==> src/sv/bucketed_fingerprint_set_top_defines.svh <==
// Assertion macros shared by the project.
`ifndef BUCKETED_FINGERPRINT_SET_TOP_DEFINES_SVH
`define BUCKETED_FINGERPRINT_SET_TOP_DEFINES_SVH
`ifndef ASSERT_OFF
`define BFS_ASSERT_IMPL(lbl, clk, rst, ante, cons, msg) \
   lbl: assert property (@(posedge clk) disable iff (rst) (ante) |-> (cons)) else $error(msg);
`define BFS_ASSERT_NEXT(lbl, clk, rst, ante, cons, msg) \
   lbl: assert property (@(posedge clk) disable iff (rst) (ante) |=> (cons)) else $error(msg);
`else
`define BFS_ASSERT_IMPL(lbl, clk, rst, ante, cons, msg)
`define BFS_ASSERT_NEXT(lbl, clk, rst, ante, cons, msg)
`endif
`endif

==> src/sv/bfs_pkg.sv <==
package bfs_pkg;

   typedef enum logic [3:0] {
      ST_IDLE,
      ST_H_RD,
      ST_H_CHK,
      ST_G_BEGIN,
      ST_G_FILL,
      ST_G_N,
      ST_G_RD,
      ST_G_PUSH,
      ST_G_END_LO,
      ST_G_END_HI,
      ST_G_SWAP,
      ST_K_FILL,
      ST_K_N,
      ST_K_RD,
      ST_K_CMP,
      ST_DONE
   } state_type;

   localparam logic REQ_INSERT = 1'b0;
   localparam logic REQ_QUERY  = 1'b1;

   typedef struct packed {
      logic latch;
      logic bkt_clr;
      logic bkt_inc;
      logic idx_clr;
      logic idx_inc;
      logic fill_rd_bkt;
      logic fill_rd_key;
      logic fill_hold;
      logic ent_rd_bkt;
      logic ent_rd_key;
      logic grow_begin;
      logic grow_push;
      logic fill_wr_lo;
      logic fill_wr_hi;
      logic grow_swap;
      logic push_write;
      logic set_found;
      logic set_fail;
      logic out_load;
   } cmd_type;

   typedef struct packed {
      logic is_query;
      logic fill_hot;
      logic last_bkt;
      logic idx_done;
      logic match;
      logic full;
      logic grow_ok;
      logic rsp_busy;
   } sts_type;

endpackage

==> src/sv/bfs_ctrl.sv <==
module bfs_ctrl (
   input  logic             clock,
   input  logic             reset,
   input  logic             req_tvalid,
   output logic             req_ready,
   input  bfs_pkg::sts_type sts,
   output bfs_pkg::cmd_type cmd
);

   bfs_pkg::state_type state_ff, state_in;

   always_ff @(posedge clock) begin
      if (reset) begin
         state_ff <= bfs_pkg::ST_IDLE;
      end else begin
         state_ff <= state_in;
      end
   end

   // Next state.
   always_comb begin
      state_in = state_ff;
      unique case (state_ff)
         bfs_pkg::ST_IDLE: begin
            if (req_tvalid) begin
               state_in = bfs_pkg::ST_H_RD;
            end
         end
         bfs_pkg::ST_H_RD: begin
            state_in = sts.is_query ? bfs_pkg::ST_K_FILL : bfs_pkg::ST_H_CHK;
         end
         bfs_pkg::ST_H_CHK: begin
            if (sts.fill_hot) begin
               state_in = sts.grow_ok ? bfs_pkg::ST_G_BEGIN : bfs_pkg::ST_DONE;
            end else if (sts.last_bkt) begin
               state_in = bfs_pkg::ST_K_FILL;
            end else begin
               state_in = bfs_pkg::ST_H_RD;
            end
         end
         bfs_pkg::ST_G_BEGIN:  state_in = bfs_pkg::ST_G_FILL;
         bfs_pkg::ST_G_FILL:   state_in = bfs_pkg::ST_G_N;
         bfs_pkg::ST_G_N:      state_in = bfs_pkg::ST_G_RD;
         bfs_pkg::ST_G_RD: begin
            state_in = sts.idx_done ? bfs_pkg::ST_G_END_LO : bfs_pkg::ST_G_PUSH;
         end
         bfs_pkg::ST_G_PUSH:   state_in = bfs_pkg::ST_G_RD;
         bfs_pkg::ST_G_END_LO: state_in = bfs_pkg::ST_G_END_HI;
         bfs_pkg::ST_G_END_HI: begin
            state_in = sts.last_bkt ? bfs_pkg::ST_G_SWAP : bfs_pkg::ST_G_FILL;
         end
         bfs_pkg::ST_G_SWAP:   state_in = bfs_pkg::ST_K_FILL;
         bfs_pkg::ST_K_FILL:   state_in = bfs_pkg::ST_K_N;
         bfs_pkg::ST_K_N:      state_in = bfs_pkg::ST_K_RD;
         bfs_pkg::ST_K_RD: begin
            if (!sts.is_query && sts.full) begin
               state_in = bfs_pkg::ST_DONE;
            end else if (sts.idx_done) begin
               state_in = bfs_pkg::ST_DONE;
            end else begin
               state_in = bfs_pkg::ST_K_CMP;
            end
         end
         bfs_pkg::ST_K_CMP: begin
            state_in = sts.match ? bfs_pkg::ST_DONE : bfs_pkg::ST_K_RD;
         end
         bfs_pkg::ST_DONE: begin
            if (!sts.rsp_busy) begin
               state_in = bfs_pkg::ST_IDLE;
            end
         end
         default: state_in = bfs_pkg::ST_IDLE;
      endcase
   end

   // Outputs.
   always_comb begin
      cmd       = '0;
      req_ready = 1'b0;
      unique case (state_ff)
         bfs_pkg::ST_IDLE: begin
            req_ready = 1'b1;
            cmd.latch = req_tvalid;
         end
         bfs_pkg::ST_H_RD: begin
            cmd.fill_rd_bkt = 1'b1;
         end
         bfs_pkg::ST_H_CHK: begin
            if (sts.fill_hot) begin
               cmd.set_fail = !sts.grow_ok;
            end else if (!sts.last_bkt) begin
               cmd.bkt_inc = 1'b1;
            end
         end
         bfs_pkg::ST_G_BEGIN: begin
            cmd.grow_begin = 1'b1;
            cmd.bkt_clr    = 1'b1;
         end
         bfs_pkg::ST_G_FILL: begin
            cmd.fill_rd_bkt = 1'b1;
         end
         bfs_pkg::ST_G_N: begin
            cmd.fill_hold = 1'b1;
            cmd.idx_clr   = 1'b1;
         end
         bfs_pkg::ST_G_RD: begin
            if (!sts.idx_done) begin
               cmd.ent_rd_bkt = 1'b1;
               cmd.idx_inc    = 1'b1;
            end
         end
         bfs_pkg::ST_G_PUSH: begin
            cmd.grow_push = 1'b1;
         end
         bfs_pkg::ST_G_END_LO: begin
            cmd.fill_wr_lo = 1'b1;
         end
         bfs_pkg::ST_G_END_HI: begin
            cmd.fill_wr_hi = 1'b1;
            cmd.bkt_inc    = !sts.last_bkt;
         end
         bfs_pkg::ST_G_SWAP: begin
            cmd.grow_swap = 1'b1;
         end
         bfs_pkg::ST_K_FILL: begin
            cmd.fill_rd_key = 1'b1;
         end
         bfs_pkg::ST_K_N: begin
            cmd.fill_hold = 1'b1;
            cmd.idx_clr   = 1'b1;
         end
         bfs_pkg::ST_K_RD: begin
            if (!sts.is_query && sts.full) begin
               cmd.set_fail = 1'b1;
            end else if (sts.idx_done) begin
               cmd.push_write = !sts.is_query;
            end else begin
               cmd.ent_rd_key = 1'b1;
               cmd.idx_inc    = 1'b1;
            end
         end
         bfs_pkg::ST_K_CMP: begin
            cmd.set_found = sts.match && sts.is_query;
         end
         bfs_pkg::ST_DONE: begin
            cmd.out_load = !sts.rsp_busy;
         end
         default: begin
            cmd = '0;
         end
      endcase
   end

endmodule

==> config.mk <==
export PLATFORM = sky130hd
export DESIGN_NAME = bfs_ctrl
export DESIGN_NICKNAME = d
export VERILOG_FILES = /design/src/sv/bucketed_fingerprint_set_top_defines.svh /design/src/sv/bfs_pkg.sv /design/src/sv/bfs_ctrl.sv
export SDC_FILE = /design/constraint.sdc
export NUM_CORES = 1
export LEC_CHECK = 0
export BUFFER_PORTS_ARGS = -buffer_cell sky130_fd_sc_hd__buf_4
export CAP_MARGIN = 0
export CORE_AREA = 2 2 39 41
export CTS_BUF_LIST = sky130_fd_sc_hd__clkbuf_8
export DETAILED_ROUTE_END_ITERATION = 6
export DIE_AREA = 0 0 41 43
export PLACE_DENSITY = 0.74
export SLEW_MARGIN = 40
export SYNTH_ARGS = -nofsm -noshare
export SYNTH_HDL_FRONTEND = slang
export SYNTH_SLANG_ARGS = --single-unit
==> constraint.sdc <==
create_clock -name clock -period 1.5 [get_ports clock]
set_input_delay 0.075 -clock clock [delete_from_list [all_inputs] [get_ports clock]]
set_output_delay 0.075 -clock clock [all_outputs]
set_load 0.05 [all_outputs]
[Word level (Yosys, flattened, before mapping)]
Cells that the tools add are included.
Storage, ports and cells
  flip-flop bits (word level): 4
  input bits: 11
  output and inout bits: 20
  word-level logic and storage cells: 67
Operators by class
  equality and inequality tests: 17
  multiplexer cells: 38
  reductions and logical operators: 11
Operator list (number)
  $pmux W4 S15: 1
  $eq A4 B4 Y1 const B: 8
  $mux W4: 8
  $mux W1: 25
  $eq A4 B3 Y1 const B: 4
  $eq A4 B2 Y1 const B: 2
  $pmux W1 S2: 3
  $reduce_or A2 Y1: 3
  $eq A4 B1 Y1 const B: 1
  $logic_not A1 Y1: 4
  $logic_not A4 Y1: 1
  $ne A2 B2 Y1 const B: 2
  $logic_and A1 B1 Y1: 2
  $mux W2: 1
  $reduce_and A2 Y1: 1

[Logic depth before layout (Yosys ltp)]
  depth after elaboration: 4
  depth in mapped cells: 6
  mapped depth without buffers: 4

[Worst setup path after synthesis]
OpenSTA, ideal clock, no wires.
  kind: register -> output
  start point: register state_ff[2]
  end point: output port cmd[18] (netlist bit)
  arrival time: 2.759 ns
  slack: -1.334 ns
  cell stages (with the launch flop): 4
  buffers on the path: 1
  cells stage by stage: dfxtp_1 buf_6 nor4_1 and2_1
RTL lines
  start, declared: RTL line bfs_ctrl.sv:10  | bfs_pkg::state_type state_ff, state_in;
  start signal, assigned: RTL line bfs_ctrl.sv:14  | state_ff <= bfs_pkg::ST_IDLE;
  start signal, assigned: RTL line bfs_ctrl.sv:16  | state_ff <= state_in;
  end, declared: RTL line bfs_ctrl.sv:7  | output bfs_pkg::cmd_type cmd

==> run_results.csv <==
group,metric,value,unit
run_status,status,"finished with violations",
run_status,violations,"setup timing",
clock_tree,cts_buffers,3,
synthesis,ys_seq_elements,4,
power,p_per_area,1360,nW/um2
sta,setup_viol,1,
sta,tightest_slew,0.372,ns
sta,whs,0.0497,ns
sta,final_max_slew_viol_count,0,
synthesis,synth_cell_types,32,
min_path,hold_depth,2,
layout,num_antenna_cells,0,
worst_setup_path,end_kind,"output port",
synthesis,synthTopCellsByArea,"dfxtp_1 15%, nor3_1 7.6%, nor2_1 7.1%, a21oi_1 5.7%, nand2_1 5.7%",
floorplanning,core-area,1380,um2
clock_tree,clk_pin_slew_worst_paths,0.03,ns
routing,routedWlPerCell,15.4,um
routing,drt_pass1_iterations,4,
sta,clock-skew-final,0.000233,ns
routing,via_per_inst,5.84,
grt,grt_overflow_total,0,
clock_tree,h-tree-depth,1,
synthesis,yosys_warnings,0,
grt,antenna_found_initial,0,
layout,largest_reg_flops,4,
worst_setup_path,crit_start,"state_ff[1]",
layout,fin_util,78.2,%
synthesis,ys_top_cells_by_count,"10 x nor2_1, 8 x nand2_1, 8 x nor3_1, 6 x a21oi_1, 6 x inv_1",
layout,drive_above_1_share,62.0,%
sta,tns,-0.00939,ns
min_path,worstHoldEndpoint,"state_ff[3]",
grt,grt_max_degree,11,
min_path,worstHoldStart,"reset",
placed_design,routabilityCongestion,0.895,
synthesis,synthCells,80,
synthesis,synth.most_common_cell,"nor2_1",
sta,rsz0062_at_grt,"true",
worst_setup_path,cpPeakStageDelay,0.37,ns
worst_setup_path,reg2regPathDepth,4,
worst_setup_path,crit_type,"reg -> out",
layout,nets,134,
layout,fin_cells,137,
sta,relSlewSlack,74.9,%
worst_setup_path,start_kind,"register",
floorplanning,fp-row-count,14,
synthesis,synth.top_cell.area_share,15.2,%
power,cellLeakagePower,0.470,nW
sta,period_share,101,%
worst_setup_path,r2r_end,"state_ff[0]",
layout,reg.largest.list,"state_ff: 4 flops",
worst_setup_path,worst_path_max_delay_cell,"dfxtp_4",
clock_tree,cts_tree,"yes",
routing,wirelength,2.11,mm
power,peakVddDrop,1.08,mV
sta,hold_viol_final,0,
routing,ant_nets,0,
run,maxCapViolCount,0,
grt,grt_pass1_vias,712,
routing,drt_iter0_drc,28,
clock_tree,clock_latency,0.22,ns
worst_setup_path,crit_required,1.42,ns
worst_setup_path,cp.arrival,1.43,ns
floorplanning,die_y,43,um
clock_tree,clkSinkCount,4,
worst_setup_path,ff2ff_setup_slack,0.12,ns
sta,post-route-min-period,1.51,ns
floorplanning,pin_count,31,
floorplanning,die_area,1760,um2
synthesis,synth_edf_count,0,
placed_design,dpl.hpwl,1.46,mm
worst_setup_path,cp_max_fo,6,
synthesis,synthArstFlopShare,0,%
layout,area_growth,105,%
floorplanning,die_x,41,um
sta,fin_ws,-0.00939,ns
layout,max_flop_register,"state_ff",
synthesis,synth_area,528,um2
clock_tree,clockBufferDepth,2,
worst_setup_path,crit_family,"simple AND/OR/NAND/NOR gates",
routing,drc,0,
routing,vias,800,
min_path,hold_class,"in -> reg",
clock_tree,root_buffer,"clkbuf_8",
placed_design,io_buffers,30,
synthesis,mappedNetlistNets,91,
synthesis,synth_top_flop_cell,"dfxtp_1",
worst_setup_path,crit_buf_inv,1,
grt,grt_usage,25.7,%
floorplanning,start_util,38.2,%
grt,grt_pass1_wl,3.13,mm
synthesis,synth_top_area_cell,"dfxtp_1",
worst_setup_path,crit_path_cell_trace,"and2b_2, nand3_4, nor2b_4, or2_4, buf_8",
worst_setup_path,rr_startpoint,"state_ff[0]",
placed_design,dpl.cell_count,130,
synthesis,avgSynthCellArea,6.60,um2
synthesis,seq_area_frac_synth,15.2,%
sta,fmax,0.663,GHz
[cell type report]
class / instances / area, um2
Inverter: 6 / 22.5
Fill cell: 104 / 302
Tap cell: 16 / 20.0
Clock buffer: 3 / 41.3
Multi-Input combinational cell: 63 / 537
Timing Repair Buffer: 45 / 369
Sequential cell: 4 / 92.6
[how the worst max path moves through the flow]
| stage | to | depth (start not counted) |
|---|---|---|
| floorplan | cmd[18] | 3 |
| global placement | state_ff[0] | 3 |
| detailed placement | state_ff[0] | 3 |
| CTS | cmd[14] | 5 |
| global route | cmd[16] | 6 |
| finish | cmd[14] | 5 |
[power by group]
part	switching [W]	leakage (nW)	internal, W
combinational	0.000594	0.413	0.000424
sequential	0.0000771	0.0353	0.000146
clock	0.0000607	0.0216	0.000172
[kinds of logic (layout without fill, tap and decap cells)]
family                    Yosys count  in the layout  synth area share [%]
AOI/OAI and AO/OA                  20             20                  28.2
xor gates and xnor gates            2              2                  3.32
buffers and inverters              13             54                  13.5
DFF                                 4              4                  15.2
and+or+nand+nor                    41             41                  39.8
[routing by layer]
layer  up-vias  GRT usage (%)  share of wire, %
li1        370              -                 -
met1       381           34.0                40
met2        43           38.1                51
met3         6           5.24               7.2
met4         0           12.0               1.8
met5         -              0                 0
[repair_timing]
item	CTS	global route
gates resized for setup	6	14
setup buffers	1	3
hold endpoints to repair	0	0
hold buffers	0	0
setup endpoints to repair	17	8
gates cloned	0	0
pin swaps	1	4
[per-stage QoR]
stage,cell area (um2),worst slack (ns),power (W)
2_1_floorplan,689,-0.173,0.000878
3_3_place_gp,946,0.0809,0.00110
3_5_place_dp,946,0.0327,0.00111
4_1_cts,1010,-0.0238,0.00137
5_1_grt,1080,-0.0570,0.00155
6_report,1080,-0.00939,0.00147
[cell usage in the layout, fill, tap and decap left out, drive strengths merged, types with 2 or more instances in the layout]
master,count
nor2,10
xnor2,2
clkbuf,4
inv,6
a22oi,2
nor3,8
nand2b,3
a21oi,6
buf,44
a31oi,2
nand4,2
nor4,2
nor2b,2
dfxtp,4
nand2,8
Note: power is estimated with default switching activity, not from simulation.
